--- config.mk ---
export PLATFORM = sky130hd
export DESIGN_NAME = utf8_checked_json_string_escaper
export DESIGN_NICKNAME = d
export VERILOG_FILES = /design/src/rtl/ucjse_pkg.sv /design/src/rtl/ucjse_front.sv /design/src/rtl/ucjse_queue.sv /design/src/rtl/ucjse_back.sv /design/src/rtl/utf8_checked_json_string_escaper.sv
export SDC_FILE = /design/constraint.sdc
export NUM_CORES = 1
export LEC_CHECK = 0
export ABC_AREA = 1
export BUFFER_PORTS_ARGS = -buffer_cell sky130_fd_sc_hd__buf_2
export CAP_MARGIN = 20
export CORE_MARGIN = 2
export CORE_UTILIZATION = 42
export DETAILED_ROUTE_END_ITERATION = 7
export GPL_TIMING_DRIVEN = 1
export PLACE_DENSITY = 0.71
export SLEW_MARGIN = 0
export SYNTH_ARGS = -nofsm -noshare
export SYNTH_HDL_FRONTEND = slang
export SYNTH_SLANG_ARGS = --single-unit
--- constraint.sdc ---
create_clock -name clk -period 6 [get_ports clk]
set_input_delay 1.2 -clock clk [delete_from_list [all_inputs] [get_ports clk]]
set_output_delay 1.2 -clock clk [all_outputs]
set_load 0.05 [all_outputs]
--- src/rtl/ucjse_pkg.sv ---
// Shared types, constants and byte helpers for the UTF-8 checked JSON string escaper.
// No dependencies; every other file imports this package.
package ucjse_pkg;

	// Configuration port
	localparam int PADDR_W = 3;
	localparam int PDATA_W = 32;
	localparam int BUDGET_W = 10;
	localparam logic [BUDGET_W-1:0] BUDGET_RST = 10'd48;
	// Register index decoded from the word address bit
	localparam logic REG_BUDGET = 1'b0;

	// Queue geometry
	localparam int TOKQ_DEPTH = 8;
	localparam int TOKQ_AW = $clog2(TOKQ_DEPTH);
	localparam int STPQ_DEPTH = 4;
	localparam int STPQ_AW = $clog2(STPQ_DEPTH);

	// Character codes
	localparam logic [7:0] CH_BSL   = 8'h5C;
	localparam logic [7:0] CH_QUOTE = 8'h22;
	localparam logic [7:0] CH_U     = 8'h75;
	localparam logic [7:0] CH_F     = 8'h46;
	localparam logic [7:0] CH_D     = 8'h44;
	localparam logic [7:0] CH_ZERO  = 8'h30;
	localparam logic [7:0] CH_LOW_B = 8'h62;
	localparam logic [7:0] CH_LOW_F = 8'h66;
	localparam logic [7:0] CH_LOW_N = 8'h6E;
	localparam logic [7:0] CH_LOW_R = 8'h72;
	localparam logic [7:0] CH_LOW_T = 8'h74;
	localparam logic [7:0] CH_CAP_A = 8'h41;

	// Control bytes with a short escape, and the space that bounds the control range
	localparam logic [7:0] C_BS = 8'h08;
	localparam logic [7:0] C_FF = 8'h0C;
	localparam logic [7:0] C_LF = 8'h0A;
	localparam logic [7:0] C_CR = 8'h0D;
	localparam logic [7:0] C_HT = 8'h09;
	localparam logic [7:0] C_SPACE = 8'h20;

	// UTF-8 lead ranges and second-byte limits
	localparam logic [7:0] L2_LO = 8'hC2;
	localparam logic [7:0] L2_HI = 8'hDF;
	localparam logic [7:0] L3_LO = 8'hE0;
	localparam logic [7:0] L3_HI = 8'hEF;
	localparam logic [7:0] L4_LO = 8'hF0;
	localparam logic [7:0] L4_HI = 8'hF4;
	localparam logic [7:0] L3_SURR = 8'hED;
	localparam logic [7:0] S_A0 = 8'hA0;
	localparam logic [7:0] S_9F = 8'h9F;
	localparam logic [7:0] S_90 = 8'h90;
	localparam logic [7:0] S_8F = 8'h8F;

	typedef enum logic [2:0] {
		TK_RAW,   // one byte as is
		TK_ESC,   // backslash and one character
		TK_HEX,   // \u00XX
		TK_REPL,  // \uFFFD
		TK_UTF2,
		TK_UTF3,
		TK_UTF4
	} tok_kind_t;

	typedef struct packed {
		tok_kind_t   kind;
		logic [31:0] data;   // bytes of the token, first byte lowest
	} tok_t;

	typedef struct packed {
		logic       trunc;  // budget hit as it stands after the item
		logic       last;   // item ended the string
		logic [2:0] count;  // tokens queued for the item
	} step_t;

	// Front to queue
	typedef struct packed {
		logic  tok_push;
		tok_t  tok;
		logic  step_push;
		step_t step;
	} q_push_t;

	// Queue status seen by the front
	typedef struct packed {
		logic tok_full;
		logic step_full;
	} q_space_t;

	// Queue heads seen by the back
	typedef struct packed {
		logic  tok_valid;
		tok_t  tok;
		logic  step_valid;
		step_t step;
	} q_head_t;

	// Back to queue
	typedef struct packed {
		logic tok_pop;
		logic step_pop;
	} q_pop_t;

	function automatic logic [2:0] seq_len(input logic [7:0] lead);
		logic [2:0] n;
		n = 3'd0;
		case (lead) inside
			[L2_LO:L2_HI]: n = 3'd2;
			[L3_LO:L3_HI]: n = 3'd3;
			[L4_LO:L4_HI]: n = 3'd4;
			default: n = 3'd0;
		endcase
		return n;
	endfunction

	function automatic logic second_ok(input logic [7:0] lead, input logic [7:0] s);
		logic ok;
		ok = 1'b1;
		if (lead == L3_LO && s < S_A0) ok = 1'b0;
		if (lead == L3_SURR && s > S_9F) ok = 1'b0;
		if (lead == L4_LO && s < S_90) ok = 1'b0;
		if (lead == L4_HI && s > S_8F) ok = 1'b0;
		return ok;
	endfunction

	function automatic logic [2:0] tok_len(input tok_kind_t kind);
		logic [2:0] n;
		case (kind)
			TK_RAW:  n = 3'd1;
			TK_ESC:  n = 3'd2;
			TK_HEX:  n = 3'd6;
			TK_REPL: n = 3'd6;
			TK_UTF2: n = 3'd2;
			TK_UTF3: n = 3'd3;
			TK_UTF4: n = 3'd4;
			default: n = 3'd1;
		endcase
		return n;
	endfunction

	function automatic logic [7:0] hex_digit(input logic [3:0] d);
		logic [7:0] c;
		if (d < 4'd10)
			c = CH_ZERO + {4'd0, d};
		else
			c = CH_CAP_A + {4'd0, d} - 8'd10;
		return c;
	endfunction

	// Byte idx of a token
	function automatic logic [7:0] tok_byte(input tok_t t, input logic [2:0] idx);
		logic [7:0] b;
		b = 8'h00;
		case (t.kind)
			TK_RAW: b = t.data[7:0];
			TK_ESC: b = (idx == 3'd0) ? CH_BSL : t.data[7:0];
			TK_HEX: begin
				case (idx)
					3'd0: b = CH_BSL;
					3'd1: b = CH_U;
					3'd2: b = CH_ZERO;
					3'd3: b = CH_ZERO;
					3'd4: b = hex_digit(t.data[7:4]);
					default: b = hex_digit(t.data[3:0]);
				endcase
			end
			TK_REPL: begin
				case (idx)
					3'd0: b = CH_BSL;
					3'd1: b = CH_U;
					3'd5: b = CH_D;
					default: b = CH_F;
				endcase
			end
			default: begin
				case (idx[1:0])
					2'd0: b = t.data[7:0];
					2'd1: b = t.data[15:8];
					2'd2: b = t.data[23:16];
					default: b = t.data[31:24];
				endcase
			end
		endcase
		return b;
	endfunction

endpackage

--- src/rtl/ucjse_front.sv ---
// Front part: accepts source bytes, runs the UTF-8 check and escape rules, applies the budget
// and queues whole tokens, plus a summary per item with tokens or a string end. Depends on ucjse_pkg.
module ucjse_front import ucjse_pkg::*; (
	input  logic                clk,
	input  logic                arst_n,
	input  logic                in_valid,
	output logic                in_ready,
	input  logic [7:0]          in_byte,
	input  logic                in_last,
	input  logic [BUDGET_W-1:0] budget,
	input  q_space_t            space,
	output q_push_t             push
);

	// Control state
	logic                busy_q;
	logic [1:0]          wn_q;
	logic                last_q;
	logic [1:0]          pc_q;
	logic [BUDGET_W-1:0] emitted_q;
	logic                bh_q;
	logic [2:0]          tokn_q;
	// Payload
	logic [2:0][7:0]     wq_q;
	logic [2:0][7:0]     pb_q;

	// Next values
	logic [2:0][7:0]     wq_n;
	logic [2:0][7:0]     pb_n;
	logic [1:0]          wn_n;
	logic [1:0]          pc_n;
	logic [BUDGET_W-1:0] emitted_n;
	logic                bh_n;
	logic [2:0]          tokn_n;

	logic        tok_req;
	tok_t        tok;
	logic [7:0]  x;
	logic [7:0]  lead;
	logic [2:0]  need;
	logic        cont_ok;
	logic [BUDGET_W:0] sum;
	logic        fits;
	logic        active;
	logic        finish;
	logic        fin_go;
	logic        tok_push;
	logic        accept;

	assign x    = wq_q[0];
	assign lead = pb_q[0];
	assign need = seq_len(lead);
	assign cont_ok = (x[7:6] == 2'b10) && ((pc_q != 2'd1) || second_ok(lead, x));
	assign active = busy_q && !space.tok_full && !space.step_full;

	// Process one byte of the work list, or flush a held lead at string end
	always_comb begin
		wq_n    = wq_q;
		wn_n    = wn_q;
		pb_n    = pb_q;
		pc_n    = pc_q;
		tok_req = 1'b0;
		tok     = '{kind: TK_REPL, data: 32'd0};
		if (wn_q != 2'd0) begin
			if (pc_q == 2'd0) begin
				wq_n = {8'h00, wq_q[2], wq_q[1]};
				wn_n = wn_q - 2'd1;
				if (!x[7]) begin
					tok_req = 1'b1;
					tok.data = {24'd0, x};
					case (x)
						CH_QUOTE: tok.kind = TK_ESC;
						CH_BSL:   tok.kind = TK_ESC;
						C_BS: begin
							tok.kind = TK_ESC;
							tok.data = {24'd0, CH_LOW_B};
						end
						C_FF: begin
							tok.kind = TK_ESC;
							tok.data = {24'd0, CH_LOW_F};
						end
						C_LF: begin
							tok.kind = TK_ESC;
							tok.data = {24'd0, CH_LOW_N};
						end
						C_CR: begin
							tok.kind = TK_ESC;
							tok.data = {24'd0, CH_LOW_R};
						end
						C_HT: begin
							tok.kind = TK_ESC;
							tok.data = {24'd0, CH_LOW_T};
						end
						default: tok.kind = (x < C_SPACE) ? TK_HEX : TK_RAW;
					endcase
				end else if (seq_len(x) != 3'd0) begin
					pb_n[0] = x;
					pc_n    = 2'd1;
				end else begin
					tok_req = 1'b1;
				end
			end else if (cont_ok) begin
				wq_n = {8'h00, wq_q[2], wq_q[1]};
				wn_n = wn_q - 2'd1;
				if ({1'b0, pc_q} + 3'd1 == need) begin
					// sequence complete: pass it through
					tok_req = 1'b1;
					pc_n    = 2'd0;
					case (need)
						3'd2: begin
							tok.kind = TK_UTF2;
							tok.data = {16'd0, x, pb_q[0]};
						end
						3'd3: begin
							tok.kind = TK_UTF3;
							tok.data = {8'd0, x, pb_q[1], pb_q[0]};
						end
						default: begin
							tok.kind = TK_UTF4;
							tok.data = {x, pb_q[2], pb_q[1], pb_q[0]};
						end
					endcase
				end else begin
					pc_n = pc_q + 2'd1;
					if (pc_q == 2'd1)
						pb_n[1] = x;
					else
						pb_n[2] = x;
				end
			end else begin
				// bad sequence: replace the lead, replay held bytes and this one
				tok_req = 1'b1;
				pc_n    = 2'd0;
				case (pc_q)
					2'd2: begin
						wq_n = {wq_q[1], wq_q[0], pb_q[1]};
						wn_n = wn_q + 2'd1;
					end
					2'd3: begin
						wq_n = {wq_q[0], pb_q[2], pb_q[1]};
						wn_n = wn_q + 2'd2;
					end
					default: begin
						wq_n = wq_q;
						wn_n = wn_q;
					end
				endcase
			end
		end else if (last_q && pc_q != 2'd0) begin
			// truncated at end: replace the lead, replay its continuations
			tok_req = 1'b1;
			wq_n    = {8'h00, pb_q[2], pb_q[1]};
			wn_n    = pc_q - 2'd1;
			pc_n    = 2'd0;
		end
	end

	// Budget check: a token goes out whole or not at all
	always_comb begin
		sum       = {1'b0, emitted_q} + {{(BUDGET_W-2){1'b0}}, tok_len(tok.kind)};
		fits      = sum <= {1'b0, budget};
		tok_push  = active && tok_req && !bh_q && fits;
		bh_n      = bh_q | (tok_req && !bh_q && !fits);
		emitted_n = tok_push ? sum[BUDGET_W-1:0] : emitted_q;
		tokn_n    = tokn_q + {2'd0, tok_push};
		finish    = (wn_n == 2'd0) && !(last_q && pc_n != 2'd0);
		fin_go    = active && finish;
	end

	assign in_ready = !busy_q || fin_go;
	assign accept   = in_valid && in_ready;

	always_comb begin
		push.tok_push   = tok_push;
		push.tok        = tok;
		push.step_push  = fin_go && (tokn_n != 3'd0 || last_q);
		push.step.trunc = bh_n;
		push.step.last  = last_q;
		push.step.count = tokn_n;
	end

	// Control registers
	always_ff @(posedge clk or negedge arst_n) begin
		if (!arst_n) begin
			busy_q    <= 1'b0;
			wn_q      <= 2'd0;
			last_q    <= 1'b0;
			pc_q      <= 2'd0;
			emitted_q <= '0;
			bh_q      <= 1'b0;
			tokn_q    <= 3'd0;
		end else begin
			// Per-string state: clear it once the last byte is done
			if (active) begin
				if (finish && last_q) begin
					pc_q      <= 2'd0;
					emitted_q <= '0;
					bh_q      <= 1'b0;
				end else begin
					pc_q      <= pc_n;
					emitted_q <= emitted_n;
					bh_q      <= bh_n;
				end
			end
			// Per-item state: a new beat takes over from a finishing one
			if (accept) begin
				busy_q <= 1'b1;
				wn_q   <= 2'd1;
				last_q <= in_last;
				tokn_q <= 3'd0;
			end else if (active) begin
				wn_q   <= wn_n;
				tokn_q <= tokn_n;
				if (finish)
					busy_q <= 1'b0;
			end
		end
	end

	// Work list and held bytes
	always_ff @(posedge clk) begin
		if (active)
			pb_q <= pb_n;
		if (accept)
			wq_q <= {wq_q[2], wq_q[1], in_byte};
		else if (active)
			wq_q <= wq_n;
	end

	// A token is never queued once the budget has stopped output
	a_no_push_after_hit: assert property (@(posedge clk) disable iff (!arst_n)
		tok_push |-> !bh_q)
		else $error("token queued after budget hit");

	// The end of a string leaves no held lead and a fresh byte count
	a_end_clears: assert property (@(posedge clk) disable iff (!arst_n)
		fin_go && last_q |=> pc_q == 2'd0 && emitted_q == '0 && !bh_q)
		else $error("string end did not clear state");

endmodule

--- src/rtl/ucjse_queue.sv ---
// Queue between front and back: a token ring and a ring of per-item summaries.
// Depends on ucjse_pkg.
module ucjse_queue import ucjse_pkg::*; (
	input  logic     clk,
	input  logic     arst_n,
	input  q_push_t  push,
	output q_space_t space,
	input  q_pop_t   pop,
	output q_head_t  head
);

	tok_t  tok_mem_q [TOKQ_DEPTH];
	step_t stp_mem_q [STPQ_DEPTH];

	logic [TOKQ_AW-1:0] tok_wr_q;
	logic [TOKQ_AW-1:0] tok_rd_q;
	logic [TOKQ_AW:0]   tok_cnt_q;
	logic [STPQ_AW-1:0] stp_wr_q;
	logic [STPQ_AW-1:0] stp_rd_q;
	logic [STPQ_AW:0]   stp_cnt_q;

	assign space.tok_full  = tok_cnt_q == TOKQ_DEPTH[TOKQ_AW:0];
	assign space.step_full = stp_cnt_q == STPQ_DEPTH[STPQ_AW:0];

	assign head.tok_valid  = tok_cnt_q != '0;
	assign head.tok        = tok_mem_q[tok_rd_q];
	assign head.step_valid = stp_cnt_q != '0;
	assign head.step       = stp_mem_q[stp_rd_q];

	// Pointers and fill counts
	always_ff @(posedge clk or negedge arst_n) begin
		if (!arst_n) begin
			tok_wr_q  <= '0;
			tok_rd_q  <= '0;
			tok_cnt_q <= '0;
			stp_wr_q  <= '0;
			stp_rd_q  <= '0;
			stp_cnt_q <= '0;
		end else begin
			if (push.tok_push)
				tok_wr_q <= tok_wr_q + 1'b1;
			if (pop.tok_pop)
				tok_rd_q <= tok_rd_q + 1'b1;
			tok_cnt_q <= tok_cnt_q + {{TOKQ_AW{1'b0}}, push.tok_push}
				- {{TOKQ_AW{1'b0}}, pop.tok_pop};
			if (push.step_push)
				stp_wr_q <= stp_wr_q + 1'b1;
			if (pop.step_pop)
				stp_rd_q <= stp_rd_q + 1'b1;
			stp_cnt_q <= stp_cnt_q + {{STPQ_AW{1'b0}}, push.step_push}
				- {{STPQ_AW{1'b0}}, pop.step_pop};
		end
	end

	// Entry storage
	always_ff @(posedge clk) begin
		if (push.tok_push)
			tok_mem_q[tok_wr_q] <= push.tok;
		if (push.step_push)
			stp_mem_q[stp_wr_q] <= push.step;
	end

	a_tok_no_overflow: assert property (@(posedge clk) disable iff (!arst_n)
		push.tok_push && !pop.tok_pop |-> !space.tok_full)
		else $error("token ring overflow");

	a_step_pop_nonempty: assert property (@(posedge clk) disable iff (!arst_n)
		pop.step_pop |-> head.step_valid && (head.step.count == 3'd0 || pop.tok_pop))
		else $error("summary popped out of order with its tokens");

endmodule

--- src/rtl/ucjse_back.sv ---
// Back part: expands queued tokens into output bytes, with per-item flags from the summary
// ring, one beat per cycle while out_ready is high and an item waits. Depends on ucjse_pkg.
module ucjse_back import ucjse_pkg::*; (
	input  logic       clk,
	input  logic       arst_n,
	input  q_head_t    head,
	output q_pop_t     pop,
	output logic       out_valid,
	input  logic       out_ready,
	output logic [7:0] out_byte,
	output logic       has_byte,
	output logic       run_last,
	output logic       string_done,
	output logic       was_truncated
);

	logic       out_valid_q;
	logic [7:0] out_byte_q;
	logic       has_byte_q;
	logic       run_last_q;
	logic       done_q;
	logic       trunc_q;
	logic [2:0] bi_q;
	logic [2:0] tk_q;

	logic       load;
	logic       tok_end;
	logic       step_end;
	logic       bare;
	logic [7:0] byte_n;

	// Start only on items whose tokens are all queued
	assign load     = head.step_valid && (!out_valid_q || out_ready);
	assign bare     = head.step.count == 3'd0;
	assign byte_n   = tok_byte(head.tok, bi_q);
	assign tok_end  = bi_q == tok_len(head.tok.kind) - 3'd1;
	assign step_end = bare || (tok_end && (tk_q + 3'd1 == head.step.count));

	always_comb begin
		pop.tok_pop  = load && !bare && tok_end;
		pop.step_pop = load && step_end;
	end

	// Byte and token position within the current item
	always_ff @(posedge clk or negedge arst_n) begin
		if (!arst_n) begin
			out_valid_q <= 1'b0;
			bi_q        <= 3'd0;
			tk_q        <= 3'd0;
		end else begin
			if (load) begin
				out_valid_q <= 1'b1;
				if (step_end) begin
					bi_q <= 3'd0;
					tk_q <= 3'd0;
				end else if (tok_end) begin
					bi_q <= 3'd0;
					tk_q <= tk_q + 3'd1;
				end else begin
					bi_q <= bi_q + 3'd1;
				end
			end else if (out_ready) begin
				out_valid_q <= 1'b0;
			end
		end
	end

	// Output beat register
	always_ff @(posedge clk) begin
		if (load) begin
			out_byte_q <= bare ? 8'h00 : byte_n;
			has_byte_q <= !bare;
			run_last_q <= step_end;
			done_q     <= step_end && head.step.last;
			trunc_q    <= head.step.trunc;
		end
	end

	assign out_valid     = out_valid_q;
	assign out_byte      = out_byte_q;
	assign has_byte      = has_byte_q;
	assign run_last      = run_last_q;
	assign string_done   = done_q;
	assign was_truncated = trunc_q;

endmodule

--- src/rtl/utf8_checked_json_string_escaper.sv ---
// Top level of the UTF-8 checked JSON string escaper: stream ports, APB budget register,
// front, queue and back. Depends on ucjse_pkg, ucjse_front, ucjse_queue, ucjse_back.
//
// Source bytes enter on the s_ stream, one per beat, with s_tlast on the last byte of a
// string; encoded bytes leave on the m_ stream. Printable ASCII and valid UTF-8 pass as is,
// quote, backslash and controls are escaped, bad or truncated UTF-8 becomes \uFFFD, and
// output for a string stops once the next token would exceed output_budget (APB offset 0).
// Every source beat gives its results as one run closed by m_tlast; a beat with no output
// that ends a string gives a single beat with m_tuser low. Plain bytes flow at one per
// cycle once the pipe is full and while m_tready is high, each passing the front's work
// list, the queue and the back's output beat register. The front examines one byte
// at a time, so s_tready stays low while a beat replays held bytes of a failed sequence
// or flushes a lead still held at string end. The back sends one output byte per cycle
// while m_tready is high, up to 24 for an item; the eight-token queue and the four-item
// summary queue decide how far the front runs ahead before s_tready drops.
module utf8_checked_json_string_escaper import ucjse_pkg::*; (
	input  logic               clk,
	input  logic               arst_n,
	// Source stream
	input  logic               s_tvalid,
	output logic               s_tready,
	input  logic [7:0]         s_tdata,  // [7:0] in_byte
	input  logic               s_tlast,  // end_of_string
	// Encoded stream
	output logic               m_tvalid,
	input  logic               m_tready,
	output logic [15:0]        m_tdata,  // [7:0] out_byte, [8] string_done, [9] was_truncated
	output logic               m_tuser,  // has_byte
	output logic               m_tlast,  // run_last
	// Configuration
	input  logic               psel,
	input  logic               penable,
	input  logic               pwrite,
	input  logic [PADDR_W-1:0] paddr,
	input  logic [PDATA_W-1:0] pwdata,
	output logic [PDATA_W-1:0] prdata,
	output logic               pready
);

	logic [BUDGET_W-1:0] budget_q;
	logic                cfg_wr;

	q_push_t  push;
	q_space_t space;
	q_pop_t   pop;
	q_head_t  head;

	logic [7:0] out_byte;
	logic       string_done;
	logic       was_truncated;

	// Budget register
	assign pready = 1'b1;
	assign cfg_wr = psel && penable && pwrite && pready && (paddr[2] == REG_BUDGET);

	always_ff @(posedge clk or negedge arst_n) begin
		if (!arst_n) begin
			budget_q <= BUDGET_RST;
		end else if (cfg_wr) begin
			budget_q <= pwdata[BUDGET_W-1:0];
		end
	end

	assign prdata = (paddr[2] == REG_BUDGET) ? {{(PDATA_W-BUDGET_W){1'b0}}, budget_q} : '0;

	ucjse_front u_front (
		.clk      (clk),
		.arst_n   (arst_n),
		.in_valid (s_tvalid),
		.in_ready (s_tready),
		.in_byte  (s_tdata),
		.in_last  (s_tlast),
		.budget   (budget_q),
		.space    (space),
		.push     (push)
	);

	ucjse_queue u_queue (
		.clk    (clk),
		.arst_n (arst_n),
		.push   (push),
		.space  (space),
		.pop    (pop),
		.head   (head)
	);

	ucjse_back u_back (
		.clk           (clk),
		.arst_n        (arst_n),
		.head          (head),
		.pop           (pop),
		.out_valid     (m_tvalid),
		.out_ready     (m_tready),
		.out_byte      (out_byte),
		.has_byte      (m_tuser),
		.run_last      (m_tlast),
		.string_done   (string_done),
		.was_truncated (was_truncated)
	);

	assign m_tdata = {6'd0, was_truncated, string_done, out_byte};

endmodule
== Yosys cells after proc, flatten, opt, wreduce, memory -nomap -nowiden ==
Memories as Yosys holds them, arrays and structs flattened.
Cells that the tools add are included.

* Register bits after elaboration: 113
* Latch bits: 0
* Bits in writable memories: 300
* ROM bits: 0
* Bits of input ports: 51
* Output and inout port bits: 53
* Logic and storage cells: 284
* Memories: 2

{| class="wikitable"
|+ Memory list
! memory !! depth !! bits a word !! read ports !! clocked after Yosys merged registers in !! write ports !! RTL line !! source
|-
| u_queue.tok_mem_q || 8 || 35 || 1 || 0 || 1 || ucjse_queue.sv:12 || <nowiki>tok_t tok_mem_q [TOKQ_DEPTH];</nowiki>
|-
| u_queue.stp_mem_q || 4 || 5 || 1 || 0 || 1 || ucjse_queue.sv:13 || <nowiki>step_t stp_mem_q [STPQ_DEPTH];</nowiki>
|}

* Add/subtract/negate cells: 25
* Multipliers: 0
* Div/mod/pow operators: 0
* Order comparisons: 20
* Eq/ne operators: 44
* Shifts and indexed selects: 0
* Muxes and demuxes: 79
* Bitwise logic cells: 6
* Reduce and logical (&&, ||, !) cells: 80

{| class="wikitable"
|+ Operators by type and width
! operator !! count
|-
| 2-to-1 mux 35 bit || 5
|-
| 2-to-1 mux 24 bit || 4
|-
| one-hot mux 34 bit (2 select lines) || 1
|-
| one-hot mux 8 bit (4 select lines) || 2
|-
| >= comparator 8 bit, second input constant || 6
|-
| <= comparator 8 bit, second input constant || 6
|-
| 2-to-1 mux 3 bit || 16
|-
| one-hot mux 24 bit (2 select lines) || 1
|-
| == test 8 x 4 -> 1 bit, second input constant || 5
|-
| 2-to-1 mux 8 bit || 5
|-
| one-hot mux 7 bit (5 select lines) || 1
|-
| logical AND 1 bit || 34
|-
| 2-to-1 mux 10 bit || 3
|-
| 2-to-1 mux 2 bit || 15
|-
| == test 7 bit, second input constant || 4
|-
| == test 3 bit, second input constant || 9
|-
| == test 3 x 2 -> 1 bit, second input constant || 8
|-
| one-hot mux 3 bit (4 select lines) || 2
|-
| one-hot mux 8 bit (3 select lines) || 1
|-
| 2-to-1 mux 1 bit || 21
|-
| one-hot mux 6 bit (3 select lines) || 1
|-
| nonzero test 2 bit || 9
|-
| adder 7 x 4 -> 8 bit, first input constant || 2
|-
| > comparator 8 bit, second input constant || 2
|-
| other kinds (42) || 91
|}

== Longest topological paths before layout ==
Gate-level depths: netlist (run 1).

* Depth in word-level cells: 23
* Mapped depth: 45
* Mapped depth without buffers: 43

== Modules after synthesis ==
A second synthesis (run 1) with hierarchy kept.

* Cells, all modules: 2278
* Area total of the unflattened synthesis: 20960.1 sq um

{| class="wikitable"
|+ By module, submodules not included
! module !! times used !! cells each !! area each (sq um)
|-
| ucjse_queue || 1 || 1364 || 14015.9
|-
| ucjse_front || 1 || 559 || 4510.6
|-
| ucjse_back || 1 || 254 || 1692.9
|-
| utf8_checked_json_string_escaper || 1 || 101 || 740.7
|}

== Worst setup path before layout (run 1) ==
Ideal clock, no wire load.

* Path type: register -> register
* Start: register u_front.pc_q[0]
* End: register u_queue.stp_cnt_q[2]
* Library setup time: 129 ps
* Arrival: 6200 ps
* Required time: 5871 ps
* Setup slack: -329 ps
* Cell stages (with the launch flop): 42
* Buffers on the path: 2
* Clock period less this slack: 6329 ps
* Path through: dfrtp_1 -> ha_1 -> clkbuf_1 -> inv_1 -> nand3_1 -> nand2_1 -> nor2_4 -> inv_1 -> nor3_4 -> inv_2 -> nor2_1 -> nor2_1 -> fa_1 -> nand2_1 -> a21oi_1 -> nand2_1 -> nor2_1 -> nand2_1 -> [6 not listed] -> o21ai_0 -> nand2_1 -> nand2_1 -> nand2_1 -> nand4_4 -> inv_2 -> buf_6 -> ha_1 -> ha_1 -> xor2_1 -> nor3_1 -> nand2_1 -> nand3_4 -> ha_1 -> inv_1 -> ha_1 -> fa_1 -> xor2_1

{| class="wikitable"
|+ RTL lines
! what !! RTL line !! source
|-
| from (decl) || ucjse_front.sv:19 || <nowiki>logic [1:0] pc_q;</nowiki>
|-
| from (signal assigned) || ucjse_front.sv:200 || <nowiki>pc_q <= pc_n;</nowiki>
|-
| to (signal assigned) || ucjse_queue.sv:50 || <nowiki>stp_cnt_q <= stp_cnt_q + {{STPQ_AW{1'b0}}, push.step_push}</nowiki>
|-
| to (decl) || ucjse_queue.sv:20 || <nowiki>logic [STPQ_AW:0] stp_cnt_q;</nowiki>
|}

==> metrics, run 1 <==
asr flop ratio synth between 10% and 20%; DR vias between 10000 and 15000; DR WL/cell around 19 um; Primary FF master, synth edfxtp_1; GPL Wtd Cong 0.898; crit-path most repeated cell ha_4; tightest hold margin around 0.49 ns; vias in the first global route approximately 13000; Comb power frac about 48%; Yosys cell types 58; clock sink count between 400 and 500; Cells after Synth between 1500 and 2000; share of cells above drive strength 1 just under 20%; final non-filler cell total 2518; switch share between 40% and 50%; dpl hpwl just under 30 mm; initial antenna violation count 1; Mean Syn Cell Area between 10 and 15 um2; Post-Route Utilization about half; dpl cells 2412; Slew Viols, Final 0; H-Tree Depth 2; GRT Overall Usage between 10% and 20%; Worst-Margin Slew 1.01 ns; Worst Path Required ~6.4 ns; Num CTS Buffers 43; post-synthesis sequential area ratio 63.0%; Worst Hold Class reg2reg; CTS tree done; #FFs+latches synth between 400 and 500; final WL 46.8 mm; largest net degree at the start of global routing 90; Max-Cap Viols 0; I/O pin cnt about 100; run status complete, but fails checks; overall power roughly 13000 uW; slew margin rel. 31.8%; core area 44300 um2; fin crit share 100%; Die ar. approximately 47000 um2; die width roughly 220 um; Worst EP arrival 6.42 ns; grt ovf 0; floorplan row count 77; DRC errors left 0; Setup crit start kind register; initial core utilization 42.6%; 1st-iter DRT viols between 1000 and 1500; LEAKAGE 0.00851 uW; Critical Path Slowest Stage Cell edfxtp_1; Post-CTS Hold Fix Bufs 0; Power Dens Cells approximately 600 nW/um2; Max Fclk roughly 0.17 GHz; crit-path max cell delay roughly 0.43 ns; Detail Route Antenna Nets 0; # nets final roughly 2000; detailed-route vias per instance around 5.4; warnings from Yosys 0; crit path kind reg2reg; fin crit period ~6.0 ns; top cell type by total area after synthesis edfxtp_1; Psw about 5600 uW; First-pass DRT Iterations 5; I/O Buffers 50; largest cells by area after synthesis edfxtp_1, dfrtp_1, nor2_1; EDFF count, synth roughly 350; Yosys top cell area share 55.8%; clk_lat worst skew about 0.55 ns; clock group share of total power 19.3%; design area roughly 22000 um2; worst-path fanout max 3; Mapped Area about 19000 um2; P_int a little under 8000 uW; final antenna diode count 0; Root Buffer Master clkbuf_16; final hold vios 0; die height between 200 and 250 um; clock skew approximately 0.015 ns; Sequential Power Share roughly a third; CTS max path bufs 3; Layout area overhead 18.5%; critical path capture point type register; first-pass GRT wire length roughly 73 mm; Clk pin slew, worst setup/hold paths approximately 0.060 ns; failing checks setup timing; final worst slack -0.000138 ns; final setup vio count 1; placement-stage cell area ~20000 um2; Max VDD drop between 300 and 400 uV; unrepaired setup endpoints after global routing true
flip-flops by register name, summed over array words and instances (netlist names), 3 cells and up:
signal             cells
u_front.x              8
u_queue.tok_cnt_q      4
u_front.wq_q          16
u_queue.tok_mem_q    272
u_queue.stp_cnt_q      3
budget_q              10
u_back.bi_q            3
u_queue.tok_wr_q       3
u_front.emitted_q     10
u_front.tokn_q         3
u_front.pb_q          16
u_back.tk_q            3
u_front.lead           7
u_back.out_byte        8
u_queue.stp_mem_q     20
u_queue.tok_rd_q       3
kinds of logic after synthesis:
kind of cell / Yosys count / share of synthesized area [%]
AND/OR/NAND/NOR: 635 / 14.5
flip-flops: 405 / 63.0
AO/OA/AOI/OAI: 385 / 12.0
buffers and inverters: 236 / 5.82
adder cells (fa/ha/maj): 44 / 3.03
XOR/XNOR: 23 / 1.11
multiplexers: 11 / 0.636
other: 2 / 0.0398
cells in the final DEF, fill, tap and decap left out, types with 37 or more instances in the layout:
cell / instances
edfxtp_1: 351
nor2_1: 227
nand2_1: 213
o21ai_0: 162
buf_4: 117
inv_1: 108
nand3_1: 95
a21oi_1: 84
buf_2: 50
dfrtp_1: 48
clkbuf_16: 43
o221ai_1: 40
conb_1: 37
layout make-up:
cell class,count,area (um2)
inverters,126,479
fillers,3836,21900
flip-flops and latches,405,11900
clock buffers,55,1130
multi-input cells,1135,6530
repair buffers,183,1380
well taps,592,741
clock inverters,22,228
through the flow:
stage	TNS (ns)	setup slack [ns]
floorplan	0	0.00329
global placement	-0.256	-0.185
detailed placement	-1.47	-0.366
CTS	0	0.00126
global route	-2.37	-0.302
finish	-0.000138	-0.000138
critical path, delay by kind of cell (launching register included):
family / cells / cell delay (ns)
simple gates: 19 / 2.15
buf+inv: 9 / 0.99
compound gates: 2 / 0.15
flops: 1 / 0.43
xor+xnor: 3 / 0.52
fa+ha+maj: 7 / 1.61
per-layer routing:
metal  track usage, %  vias up  share of wire, %
met1             27.0     6679                43
met2             32.7      495                48
met4             5.82        0               2.3
met3             3.10       94               7.2
met5                0        -                 0
li1                 -     6414                 -
path summary, 6_finish.rpt:
check                                  endpoint  slack (ns)                  from  depth (start not counted)
min in group asynchronous           budget_q[3]        0.80                arst_n                          2
hold / removal             u_queue.tok_cnt_q[0]        0.49  u_queue.tok_cnt_q[0]                          1
hold reg to reg            u_queue.tok_cnt_q[0]        0.49  u_queue.tok_cnt_q[0]                          1
setup / recovery           u_queue.stp_cnt_q[2]     -0.0001          u_front.x[2]                         40
setup reg to reg           u_queue.stp_cnt_q[2]     -0.0001          u_front.x[2]                         40
max in group asynchronous   u_queue.tok_rd_q[0]        4.64                arst_n                          2
power groups by stage:
stage	logic [uW]	registers (uW)	clock network (uW)
2_1_floorplan	3870	4510	0
3_3_place_gp	5790	4400	0
3_5_place_dp	5940	4430	0
4_1_cts	6120	4380	2610
5_1_grt	7060	4450	2730
6_report	6390	4400	2570
repair_timing:
action                     in CTS  in global routing
pin swaps                      21                 43
buffers inserted                8                 21
setup endpoints to repair      22                161
resized for setup              33                 61
cells in the mapped netlist, types with 2 or more instances:
| library cell | number |
|---|---|
| nand3_1 | 101 |
| a41oi_1 | 3 |
| a32o_1 | 5 |
| clkinv_1 | 2 |
| dfrtp_1 | 52 |
| nor2_4 | 4 |
| a21oi_1 | 88 |
| o22ai_1 | 24 |
| edfxtp_1 | 351 |
| xnor2_1 | 7 |
| nand2_4 | 5 |
| mux2_2 | 8 |
| o31ai_1 | 2 |
| nor2_2 | 2 |
| clkbuf_1 | 43 |
| nor2_1 | 251 |
| nand3_2 | 3 |
| nand4_1 | 6 |
| nand2_2 | 11 |
| inv_1 | 118 |
| nor4_1 | 5 |
| inv_2 | 5 |
| o21ai_0 | 165 |
| o211ai_1 | 27 |
| buf_6 | 4 |
| o21ai_1 | 14 |
| fa_1 | 3 |
| o221ai_1 | 40 |
| conb_1 | 2 |
| buf_2 | 21 |
| a311oi_1 | 2 |
| nor3_1 | 11 |
| buf_4 | 41 |
| ha_1 | 41 |
| xor2_1 | 15 |
| a31oi_1 | 7 |
| mux2i_1 | 3 |
| nand2_1 | 228 |
| dfstp_2 | 2 |
(Power assumes the default switching activity.)
==> run 2, diff against run 1 <==
Settings changed: CAP_MARGIN 20 to not set, CORE_UTILIZATION 42 to 55, PLACE_DENSITY 0.71 to 0.86.
==> run 2 against run 1 <==
Effect of this change:
- the flow still finishes with violations (setup timing)
- clock power decreased by 5%
- fmax decreased by 0.43%
- design area decreased by 2.3%
- total power decreased by 1.1%
- sequential power increased by 1%
- via count increased by 3.9%
- first-iteration DRC count increased by 41%
- critical path depth increased by 1
- critical path type unchanged
- critical endpoint unchanged
- largest cell class unchanged
==> metrics, run 2 (synthesis results as in run 1) <==
floorplan row count 67 (-13%); DR vias 14221 (+3.9%); final worst slack -0.0262 ns (-0.0261 ns); worst-path fanout max 4 (+1); Critical Path Slowest Stage Cell edfxtp_1; final non-filler cell total 2355 (-6.5%); first-pass GRT wire length 74.1 mm (+1.9%); GPL Wtd Cong 0.923 (+2.8%); share of cells above drive strength 1 17.8% (-2.1 points); dpl cells 2254 (-6.6%); FILL cells 2430 (-37%); Max Fclk 0.166 GHz (-0.43%); largest net degree at the start of global routing 77 (-14%); vias in the first global route 13886 (+4.4%); Clk pin slew, worst setup/hold paths 0.06 ns (about the same); final WL 47.8 mm (+2.2%); First-pass DRT Iterations 6 (+1); 1st-iter DRT viols 1858 (+41%); clock skew 0.0246 ns (+0.00990 ns); Max VDD drop 363 uV (-3.9%); initial antenna violation count 0 (-1); core area 33700 um2 (-24%); failing checks setup timing; crit path kind reg2reg; unrepaired setup endpoints after global routing true; CTS tree done; Max-Cap Viols 0 (unchanged); fin crit share 100% (+0.43 points); final setup vio count 1 (unchanged); Layout area overhead 15.8%; Die ar. 35800 um2 (-23%); Root Buffer Master clkbuf_16; critical path capture point type register; Setup crit start kind register; run status complete, but fails checks; dpl hpwl 29.3 mm (+1.3%); # nets final 1968 (-1.1%); Biggest register u_queue.tok_mem_q; Post-CTS Hold Fix Bufs 0 (unchanged); final hold vios 0 (unchanged); slew margin rel. 18.7% (-13 points); Num CTS Buffers 42 (-2.3%); die width 189 um (-12%); tightest hold margin 0.505 ns (+0.0116 ns); detailed-route vias per instance 6.04 (+11%); cell count of the worst hold path 1 (unchanged); DRC errors left 0 (unchanged); Reg-to-Reg Start u_front.lead[1]; GRT Overall Usage 26.2% (+6.4 points); hold_sp u_queue.tok_cnt_q[0]; fin crit period 6.03 ns (+0.0261 ns); Worst Path Required 6.41 ns (about the same); Detail Route Antenna Nets 0 (unchanged); commonest non-fill, non-tap cell in the layout edfxtp_1; Worst EP arrival 6.44 ns (+0.02 ns); max reg flops 272 (unchanged); CTS max path bufs 3 (unchanged); Min-Delay Endpoint u_queue.tok_cnt_q[0]; commonest non-fill, non-tap cells in the layout edfxtp_1, nor2_1, nand2_1, o21ai_0, inv_1; R2R cell count 41 (+2.5%); Reg-to-Reg End u_queue.stp_cnt_q[2]; H-Tree Depth 2 (unchanged); I/O Buffers 50 (unchanged); design area 21900 um2 (-2.3%); largest registers u_queue.tok_mem_q (272), u_queue.stp_mem_q (20); Power Dens Cells 604 nW/um2 (+1.2%); die height 189 um (-12%); clock sink count 405 (unchanged); Worst-Margin Slew 1.21 ns (+0.194 ns); final antenna diode count 0 (unchanged); r2r setup slk -0.03 ns (-0.03 ns); DR WL/cell 20.3 um (+9.3%); LEAKAGE 0.00837 uW (-1.7%); crit-path max cell delay 0.42 ns (about the same); initial core utilization 56.1% (+13 points); crit-path most repeated cell ha_4; I/O pin cnt 104 (unchanged); placement-stage cell area 20100 um2 (-1.4%); Worst Hold Class reg2reg; grt ovf 0 (unchanged); clk_lat worst skew 0.55 ns (about the same); Slew Viols, Final 0 (unchanged)
-- run 2: what timing repair did --
| item | in CTS | in global routing |
|---|---|---|
| pin swaps | 19 | 29 |
| resized for setup | 23 | 45 |
| setup buffers | 12 | 11 |
| gates cloned | 0 | 0 |
| endpoints found under the setup margin | 2 | 222 |
-- run 2: worst max-delay path by stage --
stage | startpoint | endpoint | slack [ns] | cells past startpoint
3_5_place_dp | u_front.x[3] | u_queue.stp_cnt_q[2] | -0.32 | 41
2_1_floorplan | u_front.lead[4] | u_queue.stp_cnt_q[2] | 0.003 | 42
4_1_cts | u_front.x[3] | u_queue.stp_cnt_q[2] | 0.02 | 41
5_1_grt | u_front.x[0] | u_queue.stp_cnt_q[2] | -0.20 | 39
6_report | u_front.lead[1] | u_queue.stp_cnt_q[2] | -0.03 | 41
3_3_place_gp | u_front.x[3] | u_queue.stp_cnt_q[2] | -0.09 | 41
-- run 2: per-layer routing --
layer,GRT usage [%],vias up,wire [um]
met3,4.62,154,4740
met1,34.8,6866,18300
met2,43.8,831,23200
met5,0,-,0
met4,9.09,0,1650
li1,-,6370,-
-- run 2: area by class of cell --
| type | count | area, um2 | area share, % |
|---|---|---|---|
| Clock inverter | 22 | 159 | 0.726 |
| Timing Repair Buffer | 163 | 1220 | 5.59 |
| Clock buffer | 56 | 1120 | 5.14 |
| Tap cell | 448 | 561 | 2.56 |
| Inverter | 126 | 479 | 2.19 |
| Multi-Input combinational cell | 1135 | 6430 | 29.4 |
| Sequential cell | 405 | 11900 | 54.4 |
-- run 2: per-stage QoR --
| step | setup TNS, ns | worst slack, ns | total power (uW) | util [%] |
|---|---|---|---|---|
| 6_report | -0.0262 | -0.0262 | 13200 | 64.9 |
| 3_3_place_gp | -0.0859 | -0.0859 | 9950 | 59.7 |
| 3_5_place_dp | -0.521 | -0.316 | 10300 | 59.7 |
| 2_1_floorplan | 0 | 0.00329 | 8380 | - |
| 5_1_grt | -0.643 | -0.196 | 14000 | 64.9 |
| 4_1_cts | 0 | 0.0220 | 12800 | 64.0 |
-- run 2: worst max-delay path, delay by kind of cell (launching register included) --
family                   cells  cell delay [ns]
XOR/XNOR                     3             0.47
AND/OR/NAND/NOR             18             1.87
buffers and inverters        7             0.67
adder cells (fa/ha/maj)      8             1.85
AO/OA/AOI/OAI                5             0.62
flip-flops                   1             0.42
-- run 2: power breakdown --
part	leakage [uW]	switching (uW)	internal [uW]	total, uW
registers	0.00388	367	4100	4460
clock network	0.000616	1060	1370	2430
logic	0.00387	4300	2020	6320
total	0.00837	5730	7490	13200
